--- config.mk ---
export PLATFORM = sky130hd
export DESIGN_NAME = imm_ram
export DESIGN_NICKNAME = d
export VERILOG_FILES = /design/src/design/integer_matrix_multiply_macros.svh /design/src/design/imm_ram.sv
export SDC_FILE = /design/constraint.sdc
export NUM_CORES = 2
export LEC_CHECK = 0
export ABC_CLOCK_PERIOD_IN_PS = 7380
export BUFFER_PORTS_ARGS = -buffer_cell sky130_fd_sc_hd__buf_2
export CORE_UTILIZATION = 55
export CTS_BUF_LIST = sky130_fd_sc_hd__clkbuf_16
export CTS_CLUSTER_DIAMETER = 150
export CTS_CLUSTER_SIZE = 12
export DETAILED_ROUTE_END_ITERATION = 8
export MAX_ROUTING_LAYER = met4
export PLACE_DENSITY = 0.7
export SETUP_SLACK_MARGIN = 0.2
export SLEW_MARGIN = 20
export SYNTH_ARGS = -nofsm -noshare
export SYNTH_HDL_FRONTEND = slang
export SYNTH_SLANG_ARGS = --single-unit
--- constraint.sdc ---
create_clock -name i_clk -period 7.38 [get_ports i_clk]
set_input_delay 1.476 -clock i_clk [delete_from_list [all_inputs] [get_ports i_clk]]
set_output_delay 1.476 -clock i_clk [all_outputs]
set_load 0.01 [all_outputs]
--- src/design/integer_matrix_multiply_macros.svh ---
`ifndef INTEGER_MATRIX_MULTIPLY_MACROS_SVH
`define INTEGER_MATRIX_MULTIPLY_MACROS_SVH

// Same-cycle implication, clocked on i_clk, off while in reset.
`define IMM_ASSERT_NOW(label, ante, cons, msg) \
    label: assert property (@(posedge i_clk) disable iff (!i_rst_n) \
        (ante) |-> (cons)) else $error(msg);

// Next-cycle implication, clocked on i_clk, off while in reset.
`define IMM_ASSERT_NEXT(label, ante, cons, msg) \
    label: assert property (@(posedge i_clk) disable iff (!i_rst_n) \
        (ante) |=> (cons)) else $error(msg);

`endif

--- src/design/imm_ram.sv ---
`default_nettype none

module imm_ram #(
    parameter int WIDTH = 32,
    parameter int DEPTH = 64,
    parameter int AW    = 6
) (
    input  wire logic             i_clk,
    input  wire logic             i_we,
    input  wire logic [AW-1:0]    i_waddr,
    input  wire logic [WIDTH-1:0] i_wdata,
    input  wire logic [AW-1:0]    i_raddr,
    output logic      [WIDTH-1:0] o_rdata
);

    logic [WIDTH-1:0] r_mem [DEPTH];

    always_ff @(posedge i_clk) begin
        if (i_we) begin
            r_mem[i_waddr] <= i_wdata;
        end
        o_rdata <= r_mem[i_raddr];
    end

endmodule

`default_nettype wire

After elaboration in Yosys (flattened, before gate mapping)
Memory sizes are Yosys's and may differ from the RTL's. A register that Yosys moved wholly into a read port is not among the register bits.
Cells that the tools add are included.
- register bits: 0
- bits in writable memories: 2048
- output and inout port bits: 32
- memories kept: 1
- memories (memory ; words ; bits a word ; rd ports ; clocked after memory_dff ; wr ports ; RTL line ; RTL):
    r_mem ; 64 ; 32 ; 1 ; 1 ; 1 ; imm_ram.sv:16 ; logic [WIDTH-1:0] r_mem [DEPTH];
- muxes and demuxes: 2
- operators with widths (operator ; count):
    $mux W1 ; 2

Longest topological paths before layout
- depth in word-level cells: 2
- depth in mapped cells: 10
- gate-level depth less buffers: 5

Worst setup path after synthesis
Ideal clock, no wire load.
- path kind: input to register
- start point: input port i_waddr[3]
- end point: memory r_mem[48][0] (enable)
- setup time: 461 ps
- arrival time: 4175 ps
- slack: 2744 ps
- stages on the path: 4
- path buffers: 1
- cell sequence: clkbuf_1 -> nor2b_1 -> nand4b_1 -> nor3_1
- RTL lines (element ; RTL line ; RTL):
    start, declared ; imm_ram.sv:10 ; input wire logic [AW-1:0] i_waddr,
    end, declared ; imm_ram.sv:16 ;
No word-level cell before the write port.

==> metrics.txt <==
worst clock skew=0.0212 ns; Clock Power Share=38.2%; pin count of the biggest net entering global routing=91; CTS hold repair buffers=0; number of storage elements in the synthesis netlist=2080; arrival time reported for the critical path endpoint=4.71 ns; final design area excluding fillers=87500 um^2; ys async rst share=0%; sum of negative setup slack=0 ns; I/O pin count=78; tightest hold margin=0.735 ns; Max-Cap Viols=0; later-pin clock latency in the skew report=0.83 ns; commonest cells in the synthesized netlist=edfxtp_1 (2048), mux4_2 (544), nor2_1 (137), mux2i_1 (93), o22ai_1 (84); number of nets in the finished design=3577; category of the critical setup timing path=input port to register; clock buffers created by TritonCTS=191; initial standard-cell utilization of the core=55.5%; final weighted congestion in routability-driven placement=0.811; required time worst endpoint=8.00 ns; crit path max fanout=65; global-route usage over all layers=29.3%; DRC violation count after routing=0; wirelength, routed=203 mm; total congestion overflow after global routing=0; average wire per cell in the routed design=36.3 um; unrepaired setup endpoints after global routing=false; post-CTS setup buffer count=0; cells along the critical path=buf_8 > buf_12 > mux4_2 > mux4_2 > o22ai_1 > nor2_1; most frequent cell after synthesis=edfxtp_1; Leak Pwr=27.6 nW; Util after Layout=61.8%; total number of clock tree sinks=2080; post-synthesis to final-layout area growth=11.5%; fraction of layout cells with a size suffix above 1=27.7%; worst slack at placement=2.49 ns; count of standard-cell rows=138; number of detailed-route iterations in the first pass=6; Switch Pwr=4.99 mW; cell family contributing the most delay on the critical path=multiplexers; detailed-route via count=37800; dominant synthesized flop cell=edfxtp_1; Internal Pwr Total=18.2 mW; power density relative to cell area=265 nW/um^2; ratio of routed vias to standard cells=6.78; Port-buffer cells=77; vias in the first global route=38000; number of antenna violations at the first check in global routing=18; number of distinct library cells after synthesis=34; Final period util=55.5%; headroom to the max-slew limit=21.7%; post-placement cell area=82000 um^2; Tightest Pin Transition=1.17 ns; Synth Cell Area=78500 um^2; Final min period=4.10 ns; outcome=finished clean; stage delay of the slowest cell on the critical path=0.66 ns; DRT antenna net count=0; area fraction of the dominant cell type after synthesis=78.3%; core box area=142000 um^2; Gate Count Post-Synth=3324; first-pass GRT wire length=285 mm; setup-violating endpoint count in the final report=0; Die X-Extent=380 um; Achievable Freq=244 MHz; proportion of power drawn by combinational gates=5.2%; max-slew violations=0; minimum setup slack in the final design=3.28 ns; average cell area after synthesis=23.6 um^2; cell with the largest stage delay on the worst path=o22ai_1; Area contributors post-synth=edfxtp_1 (78%), mux4_2 (16%), mux2i_1 (1.2%), dfxtp_1 (0.82%), o22ai_1 (0.67%); class of the worst hold path=register to register; DPL Wire Length=109 mm; H-tree depth reported by CTS=4; kind of start point of the critical path=input port; DRT iter0 DRCs=5923; Net Sw Frac=21.5%; Max IR drop VDD=0.221 mV; number of hold violations in the final report=0; Worst setup EP type=register; top cell type by total area after synthesis=edfxtp_1; Synthesized Nets=3370; TritonCTS clock tree=built; warnings from Yosys=0; Resized cells post-CTS=0; part of the Yosys area used for sequential elements=79.1%; part of the total power dissipated in sequential elements=56.6%; worst path buffer plus inverter count=2; Die H=380 um; CTS Root Buffer Type=clkbuf_16; clock slew seen by the registers of the worst setup and hold paths=0.06 ns; most prevalent standard cell on the critical path=mux4_2; clk buf depth=3; full die area=144000 um^2; number of enable flip-flop cells after synthesis=2048
[metal layers]
metal | GRT usage, % | up-vias | wire, um
li1 | - | 14700 | -
met1 | 39.8 | 20200 | 74400
met2 | 45.2 | 2609 | 99400
met3 | 5.17 | 359 | 21500
met4 | 10.4 | 0 | 7270
met5 | - | - | 0
[stage by stage]
| step | power (mW) | std cells |
|---|---|---|
| finish | 23.2 | 5575 |
| global route | 23.8 | 5573 |
| CTS | 23.3 | 5570 |
| detailed placement | 14.6 | 5228 |
| global placement | 14.6 | 5228 |
| floorplan | 14.0 | 3324 |
[sequential cells by signal, summed over array words and instances (netlist names)]
signal,cells
o_rdata,32
r_mem,2048
[power by group through the flow]
stage	Clock, mW	Sequential [mW]	Combinational, mW
after floorplan	0	13.4	0.636
after global placement	0	13.4	1.17
after detailed placement	0	13.4	1.21
after CTS	8.97	13.1	1.21
after global routing	9.40	13.1	1.27
final	8.87	13.1	1.21
[final timing paths]
kind | start | to | slack (ns) | depth (start not counted)
setup / recovery | i_raddr[0] | o_rdata[7]$_DFF_P_ | 3.28 | 6
hold / removal | r_mem[12][8]$_DFFE_PP_ | o_rdata[8]$_DFF_P_ | 0.74 | 4
setup reg to reg | r_mem[3][18]$_DFFE_PP_ | o_rdata[18]$_DFF_P_ | 4.79 | 4
hold reg to reg | r_mem[12][8]$_DFFE_PP_ | o_rdata[8]$_DFF_P_ | 0.74 | 4
[tightest hold or removal path, cell delays in order, from the launching register on]
cell      delay, ns
edfxtp_1       0.32
mux2i_1        0.06
nand2_1        0.07
a311oi_1       0.09
nor3_1         0.15
[kinds of logic after synthesis]
group | synth area share, %
buf+inv | 1.13
mux | 16.8
flops | 79.1
compound gates | 1.67
simple gates | 1.27
[final cells by class]
cell class	count	area, um^2
multi-input combinational	1062	16000
fill	9395	54000
sequential	2080	62100
antenna	5	12.5
tap	1890	2360
timing repair buffer	196	1510
clock inverter	148	672
clock buffer	194	4850
[cell usage in the layout (no fill, tap or decap), types with 8 or more instances in the layout]
master | Yosys | layout
nor2b_1 | 15 | 14
mux4_2 | 544 | 544
a311oi_1 | 8 | 8
o22ai_1 | 84 | 84
nor2_1 | 137 | 74
edfxtp_1 | 2048 | 2048
o221ai_1 | 27 | 27
buf_2 | 57 | 57
buf_4 | 25 | 123
buf_12 | 0 | 13
a21oi_1 | 62 | 62
dfxtp_1 | 32 | 32
nor2_4 | 0 | 62
mux2i_1 | 93 | 93
a22oi_1 | 12 | 12
nand2_1 | 26 | 26
clkbuf_16 | 0 | 194
inv_1 | 0 | 135
inv_6 | 0 | 8
(Power assumes the default switching activity.)
