$ cat config.mk
export PLATFORM = sky130hd
export DESIGN_NAME = imm_mac
export DESIGN_NICKNAME = d
export VERILOG_FILES = /design/src/design/integer_matrix_multiply_macros.svh /design/src/design/imm_pkg.sv /design/src/design/imm_mac.sv
export SDC_FILE = /design/constraint.sdc
export NUM_CORES = 1
export LEC_CHECK = 0
export BUFFER_PORTS_ARGS = -buffer_cell sky130_fd_sc_hd__buf_2
export CAP_MARGIN = 10
export CORE_ASPECT_RATIO = 1.1
export CORE_MARGIN = 2
export CORE_UTILIZATION = 40
export DETAILED_ROUTE_END_ITERATION = 7
export HOLD_SLACK_MARGIN = 0.08
export PLACE_DENSITY_LB_ADDON = 0.25
export SETUP_SLACK_MARGIN = 0.3
export SLEW_MARGIN = 10
export SYNTH_ARGS = -nofsm -noshare
export SYNTH_HDL_FRONTEND = slang
export SYNTH_SLANG_ARGS = --single-unit
$ cat constraint.sdc
create_clock -name i_clk -period 13.45 [get_ports i_clk]
set_input_delay 2.69 -clock i_clk [delete_from_list [all_inputs] [get_ports i_clk]]
set_output_delay 2.69 -clock i_clk [all_outputs]
set_load 0.1 [all_outputs]
$ cat src/design/integer_matrix_multiply_macros.svh
`ifndef INTEGER_MATRIX_MULTIPLY_MACROS_SVH
`define INTEGER_MATRIX_MULTIPLY_MACROS_SVH

// Same-cycle implication, clocked on i_clk, off while in reset.
`define IMM_ASSERT_NOW(label, ante, cons, msg) \
    label: assert property (@(posedge i_clk) disable iff (!i_rst_n) \
        (ante) |-> (cons)) else $error(msg);

// Next-cycle implication, clocked on i_clk, off while in reset.
`define IMM_ASSERT_NEXT(label, ante, cons, msg) \
    label: assert property (@(posedge i_clk) disable iff (!i_rst_n) \
        (ante) |=> (cons)) else $error(msg);

`endif

$ cat src/design/imm_pkg.sv
`default_nettype none

package imm_pkg;

    localparam int IDX_W     = 3;   // row / column index fields
    localparam int DIM_W     = 4;   // dimension registers
    localparam int OP_W      = 2;
    localparam int CFG_IDX_W = 2;
    localparam int OUT_W     = 32;  // result value field

    typedef enum logic [OP_W-1:0] {
        OP_LOAD_A   = 2'd0,
        OP_LOAD_B   = 2'd1,
        OP_MULTIPLY = 2'd2
    } t_op;

    typedef enum logic [CFG_IDX_W-1:0] {
        CFG_ROWS_A = 2'd0,
        CFG_COLS_A = 2'd1,
        CFG_ROWS_B = 2'd2,
        CFG_COLS_B = 2'd3
    } t_cfg_idx;

    typedef enum logic [1:0] {
        ST_IDLE,
        ST_ISSUE,
        ST_WAIT,
        ST_OUT
    } t_state;

    // tags that travel with one operand pair through the MAC pipeline
    typedef struct packed {
        logic valid;
        logic first;
        logic last;
    } t_mac_ctl;

    // zero acts as one, anything above the store size is clipped
    function automatic logic [DIM_W-1:0] eff_dim(input logic [DIM_W-1:0] raw,
                                                 input logic [DIM_W-1:0] max_dim);
        logic [DIM_W-1:0] res;
        res = raw;
        if (raw == '0) begin
            res = DIM_W'(1);
        end else if (raw > max_dim) begin
            res = max_dim;
        end
        return res;
    endfunction

endpackage

`default_nettype wire

$ cat src/design/imm_mac.sv
`default_nettype none

module imm_mac import imm_pkg::*; #(
    parameter int DATA_WIDTH = 32
) (
    input  wire logic                         i_clk,
    input  wire logic                         i_rst_n,
    input  wire t_mac_ctl                     i_ctl,
    input  wire logic signed [DATA_WIDTH-1:0] i_a,
    input  wire logic signed [DATA_WIDTH-1:0] i_b,
    output logic signed      [DATA_WIDTH-1:0] o_acc,
    output logic                              o_done
);

    logic signed [2*DATA_WIDTH-1:0] w_prod;
    logic        [DATA_WIDTH-1:0]   r_prod;
    t_mac_ctl                       r_prod_ctl;
    logic        [DATA_WIDTH-1:0]   r_acc;
    logic        [DATA_WIDTH-1:0]   n_acc;
    logic                           r_done;

    // only the low half matters: the sum wraps at DATA_WIDTH bits
    assign w_prod = i_a * i_b;
    assign n_acc  = (r_prod_ctl.first ? '0 : r_acc) + r_prod;

    always_ff @(posedge i_clk) begin
        if (!i_rst_n) begin
            r_prod_ctl <= '0;
            r_done     <= 1'b0;
        end else begin
            r_prod_ctl <= i_ctl;
            r_done     <= r_prod_ctl.valid & r_prod_ctl.last;
        end
    end

    always_ff @(posedge i_clk) begin
        r_prod <= w_prod[DATA_WIDTH-1:0];
        if (r_prod_ctl.valid) begin
            r_acc <= n_acc;
        end
    end

    assign o_acc  = signed'(r_acc);
    assign o_done = r_done;

endmodule

`default_nettype wire

# --- Word level (Yosys, flattened, before mapping) ---
# Index checks and enable logic that the tools add are counted.
totals:
  reg_bits: 68
  latch_bits: 0
  mem_bits_rw: 0
  rom_bits: 0
  inputBits: 69
  elab_cells: 10
  n_memories: 0
op_classes:
  n_addsub: 1
  n_mul: 1
  div: 0
  order_cmp: 0
  n_eq_ne: 0
  shifts: 0
  mux: 1
  bitwise: 1
  n_reduce_logical: 0
ops:
  columns: ["cell", "count"]
  rows:
  - ["$add 32x32->32", 1]
  - ["$mul 32x32->32", 1]
  - ["$mux 32", 1]
  - ["$and 1x1->1", 1]

# --- Depth between registers and ports, before layout ---
# Gate-level depths: netlist of the first run.
depth:
  ltp_word: 2
  mapped_depth: 29
  depth_no_buf: 27

# --- Worst setup path before layout of the first run ---
# Ideal clock, no wire load.
synth_timing:
  path_kind: "input-to-reg"
  from: "input port i_b[3]"
  to: "register r_prod[28]"
  setup_ns: 0.072
  arrival_ns: 8.981
  required_ns: 13.378
  path_slack_ns: 4.397
  cell_stages: 23
  path_buffers: 2
  cell_sequence: "clkbuf_1 > clkbuf_1 > and2_1 > fa_1 > fa_1 > inv_1 > fa_1 > fa_1 > inv_1 > fa_1 > fa_1 > fa_1 > fa_1 > ha_1 > and2_1 > o31a_1 > o21ai_0 > a21oi_1 > nor2_1 > o31ai_4 > a21o_1 > a21oi_1 > xnor2_1"
synth_between:
  elab_chain_len: 1
synth_lines:
  columns: ["item", "line", "source"]
  rows:
  - ["start, declared", "imm_mac.sv:10", "input wire logic signed [DATA_WIDTH-1:0] i_b,"]
  - ["$mul 32x32->32", "imm_mac.sv:23", "assign w_prod = i_a * i_b;"]
  - ["via w_prod[28]", "imm_mac.sv:15", "logic signed [2*DATA_WIDTH-1:0] w_prod;"]
  - ["end signal, assigned", "imm_mac.sv:37", "r_prod <= w_prod[DATA_WIDTH-1:0];"]
  - ["end, declared", "imm_mac.sv:16", "logic [DATA_WIDTH-1:0] r_prod;"]
# The timed path passes the listed nets, and every way through them passes these cells.
# A chain may end at the register's enable or synchronous reset.

# --- Worst setup path in the final report of the first run ---
# Ends and elaborated chain as after synthesis.

==> results.md, run 1 <==
* Outcome: completed
* Main flop type after synthesis: dfxtp_1
* Layout overhead on the synthesized area at 6.66%
* WP data arrival at ~9.3 ns
* H-tree Lvls at 3
* Fin nets at approximately 2800
* CP endpoint kind: flip-flop
* Max Buffers Root-to-Sink at 2
* Worst skew pair latency at ~0.35 ns
* Final Hold Fails at 0
* # port buffers at between 100 and 150
* Crit-path max FO at 29
* # diodes at 0
* Initial antenna violation count at 1
* PostCTS Resize Cnt at 0
* Vias in the first global route at between 15000 and 20000
* Yosys top cell area share at 41.7%
* CP startpoint kind: primary input
* Slew Limit Fails at 0
* Synth Instances at 2099
* Maximum clock rate at ~110 MHz
* Vias at approximately 13000
* Chip Height at between 200 and 250 um
* Cts bufs inserted at 9
* Minimum clock period at roughly 9.1 ns
* Area contributors post-synth: fa_1, ha_1, and2_1
* DR DRC count at 0
* DP Area at just over 20000 um^2
* CTS clk-pin slew, worst paths at 0.06 ns
* Cell area after synthesis at between 15000 and 20000 um^2
* Layout cells sized above 1 at ~6.3%
* Syn Area/Cell at 9.36 um^2
* Pre-antenna DRT Iters at 4
* Worst hold path type: flip-flop to flip-flop
* Number of synthesized flops with an enable pin at 32
* Cts hold-fix bufs at 0
* R2r setup slk at just under 10 ns
* Gr usage total at 19.9%
* YS warnings at 0
* Layout Cells excl Fill at roughly 2800
* Unique masters post-synth at roughly 50
* Dpl hpwl at 39700 um
* DRT iter0 DRCs at between 400 and 500
* Sequential-to-total area share from yosys stat at ~8.6%
* # rows at 85
* Worst Max-Slew Pin Slew at 0.801 ns
* Post-CTS setup buffer count at 0
* Final setup vio count at 0
* Util after Layout at 43.0%
* Register bit count reported by yosys at 68
* Final WL at 47900 um
* Inst Count DP at roughly 2800
* Cell area after layout at around 21000 um^2
* CTS Sinks at roughly 70
* TritonCTS clock tree: done
* Syn nets at approximately 2800
* Largest net degree at the start of global routing at 34
* Initial Util at between 40% and 50%
* Critical path class: primary input to flip-flop
* Clk_skew at around 0.0054 ns
* Core box area at 48700 um^2
* Die ar. at approximately 50000 um^2
* IO Pins at 102
* Final worst-path cycle share at between 60% and 70%
* Global-route wire length before repair at about 80000 um
* Chip Width at approximately 220 um
* Root Buffer: clkbuf_16
* Max transition margin at approximately 47%
* Post-synth ARST share at 0%
* Setup tns final at 0 ns
* Synth area leader: fa_1
* Worst path required time at 13.73 ns
* Maxcap violations at 0
* RSZ-0062 raised after global routing: false
* FILL cells at 4851
* Placer Congestion at between 0.9 and 1
* Antenna-violating nets left at 0
* Avg WL per Cell at between 15 and 20 um
* Vias/cell at around 4.8
* GR Overflow Total at 0
-- layer usage --
layer  vias to the layer above  track usage, %  wire length, um  part of all wire [%]
met3                        35            1.64             1210                   2.5
met5                         -               0                0                     0
met2                       217            36.5            24700                    52
met4                         0            4.10              672                   1.4
met1                      6930            25.6            21300                    44
li1                       6280               -                -                     -
-- sequential cells by signal (all words and copies together) (netlist names) --
signal,cells
o_acc,32
r_prod_ctl,3
o_done,1
r_prod,32
-- kinds of logic (layout without fill, tap and decap cells) --
| group | after synthesis | count (layout) | share of synthesized area, % |
|---|---|---|---|
| simple gates | 657 | 657 | 18.1 |
| xor+xnor | 115 | 115 | 5.13 |
| flops | 68 | 68 | 8.56 |
| compound gates | 140 | 140 | 4.89 |
| buf+inv | 529 | 559 | 10.1 |
| fa+ha+maj | 590 | 590 | 53.2 |
-- layout make-up --
cell class              count  area, um^2  area share [%]
well taps                 652         816            3.89
flip-flops and latches     68        1680            8.03
inverters                 438        1640            7.85
repair buffers            105         536            2.56
clock inverters             7        73.8           0.352
multi-input cells        1502       16000            76.2
clock buffers               9         225            1.08
-- worst max-delay path, stage by stage --
cell and delay (ns):
buf_2 0.41, and2_1 0.22, fa_1 0.44, fa_1 0.49, inv_1 0.06, fa_1 0.48
fa_1 0.56, inv_1 0.06, fa_1 0.48, fa_1 0.57, fa_1 0.44, fa_1 0.45
ha_1 0.36, and3_1 0.21, o31a_1 0.23, o21ai_0 0.21, a21oi_1 0.10, nor2_1 0.23
o31ai_4 0.13, a21o_1 0.20, a21oi_1 0.17, xnor2_1 0.13
-- Yosys cell counts, drive strengths merged, types with 22 or more instances --
master  instances
ha            181
o21ai          26
xnor2          93
edfxtp         32
xor2           22
a21oi          44
dfxtp          36
and2          355
nor2           32
inv           438
nand2         193
fa            409
clkbuf         91
nor2b          34
a21o           22
-- cells in the final DEF (no fill, tap or decap), types with 32 or more instances in the layout --
| master | netlist | routed |
|---|---|---|
| a21oi_1 | 41 | 41 |
| and2_1 | 354 | 354 |
| buf_2 | 0 | 101 |
| dfxtp_1 | 36 | 36 |
| edfxtp_1 | 32 | 32 |
| fa_1 | 409 | 409 |
| ha_1 | 181 | 181 |
| inv_1 | 438 | 438 |
| nand2_1 | 193 | 193 |
| nor2_1 | 32 | 32 |
| nor2b_1 | 34 | 34 |
| xnor2_1 | 93 | 93 |
-- per-stage QoR --
step | hold WS [ns] | setup slack, ns
detailed placement | 0.439 | 4.04
floorplan | 0.429 | 4.40
global placement | 0.443 | 4.13
global route | 0.476 | 4.03
finish | 0.453 | 4.40
CTS | 0.454 | 4.41
-- worst paths after layout --
check,start,endpoint,cells past startpoint
max reg2reg,r_prod_ctl[1],o_acc[30],12
min,r_prod_ctl[0],o_done,1
max,i_b[3],r_prod[28],22
min reg2reg,r_prod_ctl[0],o_done,1
Power of run 1 is not shown: default switching activity piles up to over one toggle a cycle in this logic, so the estimate is an artifact.
==> run 2, diff against run 1 <==
Clock period 13.45 ns to 9.1 ns, I/O delays scaled along.
==> results.md, run 2 (synthesis results as in run 1) <==
* DRT iter0 DRCs at 504 (+3.1%)
* Crit-path max FO at 29 (unchanged)
* Placer Congestion at 0.914 (+1.2%)
* DR DRC count at 0 (unchanged)
* Maxcap violations at 0 (unchanged)
* H-tree Lvls at 3 (unchanged)
* CTS clk-pin slew, worst paths at 0.06 ns (about the same)
* Outcome: completed
* CP Cell Sequence: buf_2, and2_1, fa_1, fa_1, inv_1, fa_1, fa_1, inv_1, fa_1, fa_1, fa_1, fa_1, ha_1, and2_1, o31a_1, o21ai_0, a21oi_1, nor2_1, o31ai_4, a21o_1, a21oi_1, xnor2_1
* Dpl hpwl at 40200 um (+1.2%)
* Vias/cell at 4.87 (+0.59%)
* CP startpoint kind: primary input
* Initial antenna violation count at 1 (unchanged)
* Vias at 13600 (+0.80%)
* Largest stage delay, worst path at 0.56 ns (about the same)
* Reg2reg path depth at 12 (unchanged)
* Initial Util at 40.3% (unchanged)
* Most common cell after layout, fill and taps aside: inv_1
* Post-CTS setup buffer count at 0 (unchanged)
* Gr usage total at 20.0% (+0.10 points)
* Pre-antenna DRT Iters at 5 (+1)
* Core box area at 48700 um^2 (unchanged)
* Vias in the first global route at 15200 (-0.18%)
* Minimum clock period at around 8 ns
* GR Overflow Total at 0 (unchanged)
* Crit path to: r_prod[28]
* Hold_sp: r_prod_ctl[0]
* Largest net degree at the start of global routing at 34 (unchanged)
* WP data arrival at 8.43 ns (-0.90 ns)
* Slowest-stage cell, CP: fa_1
* Final Hold Fails at 0 (unchanged)
* TritonCTS clock tree: done
* FILL cells at 4914 (+1.3%)
* PostCTS Resize Cnt at 0 (unchanged)
* R2r setup slk at 5.56 ns (-4.35 ns)
* Setup tns final at 0 ns (unchanged)
* Max transition margin at 57.4% (+11 points)
* Avg WL per Cell at 17.2 um (about the same)
* Final setup vio count at 0 (unchanged)
* Worst path required time at 9.38 ns (-4.35 ns)
* Cts hold-fix bufs at 0 (unchanged)
* Layout overhead on the synthesized area at 6.87%
* Setup crit start: i_b[3]
* Final worst-path cycle share at 89.5%
* Util after Layout at 43.1% (+0.082 points)
* Slew Limit Fails at 0 (unchanged)
* # rows at 85 (unchanged)
* # port buffers at 101 (unchanged)
* Reg-to-Reg Start: r_prod_ctl[1]
* Fin nets at 2788 (+0.18%)
* Chip Width at 215 um (unchanged)
* Crit-path most repeated cell: fa_1
* CTS Sinks at 68 (unchanged)
* Worst hold path type: flip-flop to flip-flop
* Global-route wire length before repair at 80700 um (+0.51%)
* Commonest cells after routing, fill and taps aside: inv_1, fa_1, and2_1
* Die ar. at 50900 um^2 (unchanged)
* Reg-to-Reg End: o_acc[30]
* Layout cells sized above 1 at 6.51% (+0.22 points)
* CP endpoint kind: flip-flop
* Critical path class: primary input to flip-flop
* Number of stages on the worst hold path at 1 (unchanged)
* Max Buffers Root-to-Sink at 2 (unchanged)
* Clk_skew at 0.00570 ns (+0.000314 ns)
* Antenna-violating nets left at 0 (unchanged)
* Worst Max-Slew Pin Slew at 0.640 ns (-0.161 ns)
* Maximum clock rate at approximately 120 MHz
* Final WL at 48000 um (+0.24%)
* IO Pins at 102 (unchanged)
* RSZ-0062 raised after global routing: false
* Cts bufs inserted at 9 (unchanged)
* Worst skew pair latency at 0.35 ns (about the same)
* Chip Height at 236 um (unchanged)
* Root Buffer: clkbuf_16
==> run 2: cell types whose count changed in the layout (fill, tap and decap cells not counted) <==
cell / previous run / this run
buf_4: 4 / 9
diode_2: 0 / 1
==> run 2: worst max-delay path: cells and delay by family <==
kind	cells	cell delay (ns)
buf+inv	3	0.49
compound gates	6	1.10
simple gates	3	0.63
xor+xnor	1	0.13
fa+ha+maj	9	4.23
==> run 2: cell type report <==
class                   instances  area [um^2]  area share [%]
repair buffers                110          573            2.73
multi-input cells            1502        16000            76.1
inverters                     438         1640            7.83
well taps                     652          816            3.89
clock buffers                   9          225            1.07
flip-flops and latches         68         1680            8.01
clock inverters                 7         73.8           0.352
diodes                          1         2.50          0.0119
==> run 2: worst min path at each step <==
stage	to	slack, ns
after floorplan	o_done	0.43
after global placement	o_done	0.44
after detailed placement	o_done	0.44
after CTS	o_done	0.45
after global routing	o_done	0.48
final	o_done	0.45
==> run 2: routing by layer <==
layer | track usage (%) | wire length [um] | up-vias
met5 | 0 | 13 | -
met4 | 5.39 | 1150 | 2
met3 | 1.90 | 1400 | 54
met2 | 35.7 | 24200 | 247
met1 | 25.9 | 21300 | 6972
li1 | - | - | 6295
==> run 2: stage by stage <==
stage	hold slack (ns)	instances	worst slack, ns	area [um^2]
after floorplan	0.429	2099	0.917	19600
after global placement	0.442	2770	0.643	20700
after detailed placement	0.439	2770	0.597	20700
after CTS	0.454	2786	0.958	21000
after global routing	0.475	2786	0.651	21000
final	0.453	2787	0.953	21000
Power of run 2 is left out for the same reason.
==> run 3, diff against run 2 <==
Settings changed: ABC_AREA set to 1.
==> results.md, run 3 <==
* Commonest cells after routing, fill and taps aside: inv_1, nand2_1, fa_1
* Synth Instances at 2830 (+35%)
* Slew Limit Fails at 0 (unchanged)
* Critical path class: primary input to flip-flop
* Fin nets at 3504 (+26%)
* Worst Max-Slew Pin Slew at 0.911 ns (+0.272 ns)
* Maxcap violations at 0 (unchanged)
* TritonCTS clock tree: done
* Outcome: completed
* Worst skew pair latency at 0.34 ns (about the same)
* Area contributors post-synth: fa_1, inv_1, nand2_1
* Layout overhead on the synthesized area at 5.87%
* # rows at 88 (+3.5%)
* H-tree Lvls at 3 (unchanged)
* Chip Height at 245 um (+3.8%)
* Main flop type after synthesis: dfxtp_1
* Reg-to-Reg End: o_acc[30]
* Initial antenna violation count at 2 (+1)
* Post-synth ARST share at 0% (unchanged)
* Die ar. at 54800 um^2 (+7.7%)
* Crit path to: r_prod[29]
* Placer Congestion at 0.911 (-0.33%)
* Reg-to-Reg Start: r_prod_ctl[1]
* Setup crit start: i_b[2]
* Root Buffer: clkbuf_16
* Yosys top cell area share at 38.7% (-3.0 points)
* Final Hold Fails at 0 (unchanged)
* DRT iter0 DRCs at 840 (+67%)
* Initial Util at 40.4% (+0.092 points)
* Crit-path most repeated cell: fa_1
* Register bit count reported by yosys at 68 (unchanged)
* Core box area at 52400 um^2 (+7.6%)
* Final WL at 58600 um (+22%)
* Unique masters post-synth at 47 (-7.8%)
* Avg WL per Cell at 16.6 um (-3.5%)
* Gr usage total at 22.4% (+2.4 points)
* Max transition margin at 39.2% (-18 points)
* CP Cell Sequence: buf_2, nand2_1, inv_1, fa_1, fa_1, inv_1, fa_1, fa_1, inv_1, fa_1, fa_1, fa_1, inv_1, fa_1, inv_1, ha_1, nand2_1, nor4_1, nand3b_1, nand3_1, nand2_1, nand2_1, a21oi_1, xor2_1
* Chip Width at 223 um (+3.8%)
* Cts bufs inserted at 9 (unchanged)
* Crit-path max FO at 31 (+6.9%)
* DR DRC count at 0 (unchanged)
* Vias at 16700 (+23%)
* Final setup vio count at 0 (unchanged)
* Worst hold path type: flip-flop to flip-flop
* Layout cells sized above 1 at 5.26% (-1.3 points)
* Largest net degree at the start of global routing at 34 (unchanged)
* Clk_skew at 0.0138 ns (+0.00812 ns)
* Synth area leader: fa_1
* CTS clk-pin slew, worst paths at 0.06 ns (about the same)
* WP data arrival at 8.34 ns (-0.09 ns)
* Max Buffers Root-to-Sink at 2 (unchanged)
* Syn nets at 3489 (+27%)
* Pre-antenna DRT Iters at 4 (-1)
* Sequential-to-total area share from yosys stat at 7.94% (-0.62 points)
* CP endpoint kind: flip-flop
* Count leader, synth: inv_1
* # port buffers at 101 (unchanged)
* Vias/cell at 4.75 (-2.5%)
* Post-CTS setup buffer count at 0 (unchanged)
* Sequential cell area at 1680 um^2 (unchanged)
* RSZ-0062 raised after global routing: false
* Syn Area/Cell at 7.48 um^2 (-20%)
* Synth top cells by count: inv_1, nand2_1, fa_1
* Reg2reg path depth at 13 (+1)
* Global-route wire length before repair at 96000 um (+19%)
* FILL cells at 5441 (+11%)
* Most common cell after layout, fill and taps aside: inv_1
* Cts hold-fix bufs at 0 (unchanged)
* Final worst-path cycle share at 89.3% (-0.18 points)
* PostCTS Resize Cnt at 0 (unchanged)
* Maximum clock rate at 123 MHz (+0.20%)
* # diodes at 0 (-1)
* Worst path required time at 9.31 ns (-0.07 ns)
* IO Pins at 102 (unchanged)
* Largest stage delay, worst path at 0.58 ns (+0.02 ns)
* Antenna-violating nets left at 0 (unchanged)
* Number of synthesized flops with an enable pin at 32 (unchanged)
* R2r setup slk at 6.18 ns (+0.62 ns)
* YS warnings at 0 (unchanged)
* Minimum clock period at 8.13 ns (-0.0163 ns)
* Vias in the first global route at 18300 (+20%)
* Dpl hpwl at 46900 um (+17%)
* Slowest-stage cell, CP: buf_2
* CTS Sinks at 68 (unchanged)
* CP startpoint kind: primary input
* Cell area after synthesis at 21200 um^2 (+7.8%)
* Setup tns final at 0 ns (unchanged)
* Area of the multi-input gates at 15500 um^2 (-2.9%)
* GR Overflow Total at 0 (unchanged)
-- run 3: cell types whose count changed in the layout (fill, tap and decap cells not counted), moves of 12 or more --
cell     previous run  this run
nand3_1            10        60
nor2b_1            34         0
a21o_1             21         9
and2_1            354         0
xnor2_1            93        23
a21oi_1            41        57
xor2_1             22        41
nand2_1           193       767
nor2_1             32        79
inv_1             438       933
-- run 3: how the worst min path moves through the flow --
stage | start | endpoint | slack [ns] | depth (start not counted)
after global placement | r_prod_ctl[0] | o_done | 0.44 | 1
after detailed placement | r_prod_ctl[0] | o_done | 0.44 | 1
after floorplan | r_prod_ctl[0] | o_done | 0.43 | 1
after CTS | r_prod_ctl[0] | o_done | 0.46 | 1
after global routing | r_prod_ctl[0] | o_done | 0.48 | 1
final | r_prod_ctl[0] | o_done | 0.45 | 1
-- run 3: stage by stage --
stage | worst slack, ns | utilization (%) | hold slack (ns) | cells | area [um^2]
floorplan | 1.19 | - | 0.429 | 2830 | 21200
global route | 0.518 | 42.8 | 0.483 | 3525 | 22400
finish | 0.969 | 42.8 | 0.454 | 3525 | 22400
detailed placement | 0.636 | 42.2 | 0.441 | 3509 | 22100
global placement | 0.748 | 42.2 | 0.440 | 3509 | 22100
CTS | 0.975 | 42.8 | 0.458 | 3525 | 22400
-- run 3: cell type report --
cell class	count	area share, %
Clock buffer	10	1.12
Clock inverter	6	0.195
Inverter	934	15.6
Multi-Input combinational cell	1720	69.2
Sequential cell	68	7.50
Tap cell	675	3.77
Timing Repair Buffer	112	2.62
-- run 3: layer usage --
layer  wire, um  track usage, %  share of wire (%)
met2      30100            41.5                 51
met4       1560            6.53                2.7
met3       2290            1.91                3.9
met5         27               0              0.046
met1      24600            27.8                 42
-- run 3: logic make-up after synthesis --
kind of cell / synth area share [%]
AND/OR/NAND/NOR: 17.4
adder cells (fa/ha/maj): 49.4
buffers and inverters: 18.8
XOR/XNOR: 2.65
flip-flops: 7.94
AO/OA/AOI/OAI: 3.80
-- run 3: critical path: cells and delay by family --
family,cells,cell delay [ns]
adders and majority gates,9,4.29
and+or+nand+nor,7,1.07
buffers and inverters,6,0.89
xor gates and xnor gates,1,0.15
AOI/OAI and AO/OA,1,0.08
Power of run 3 is left out for the same reason.
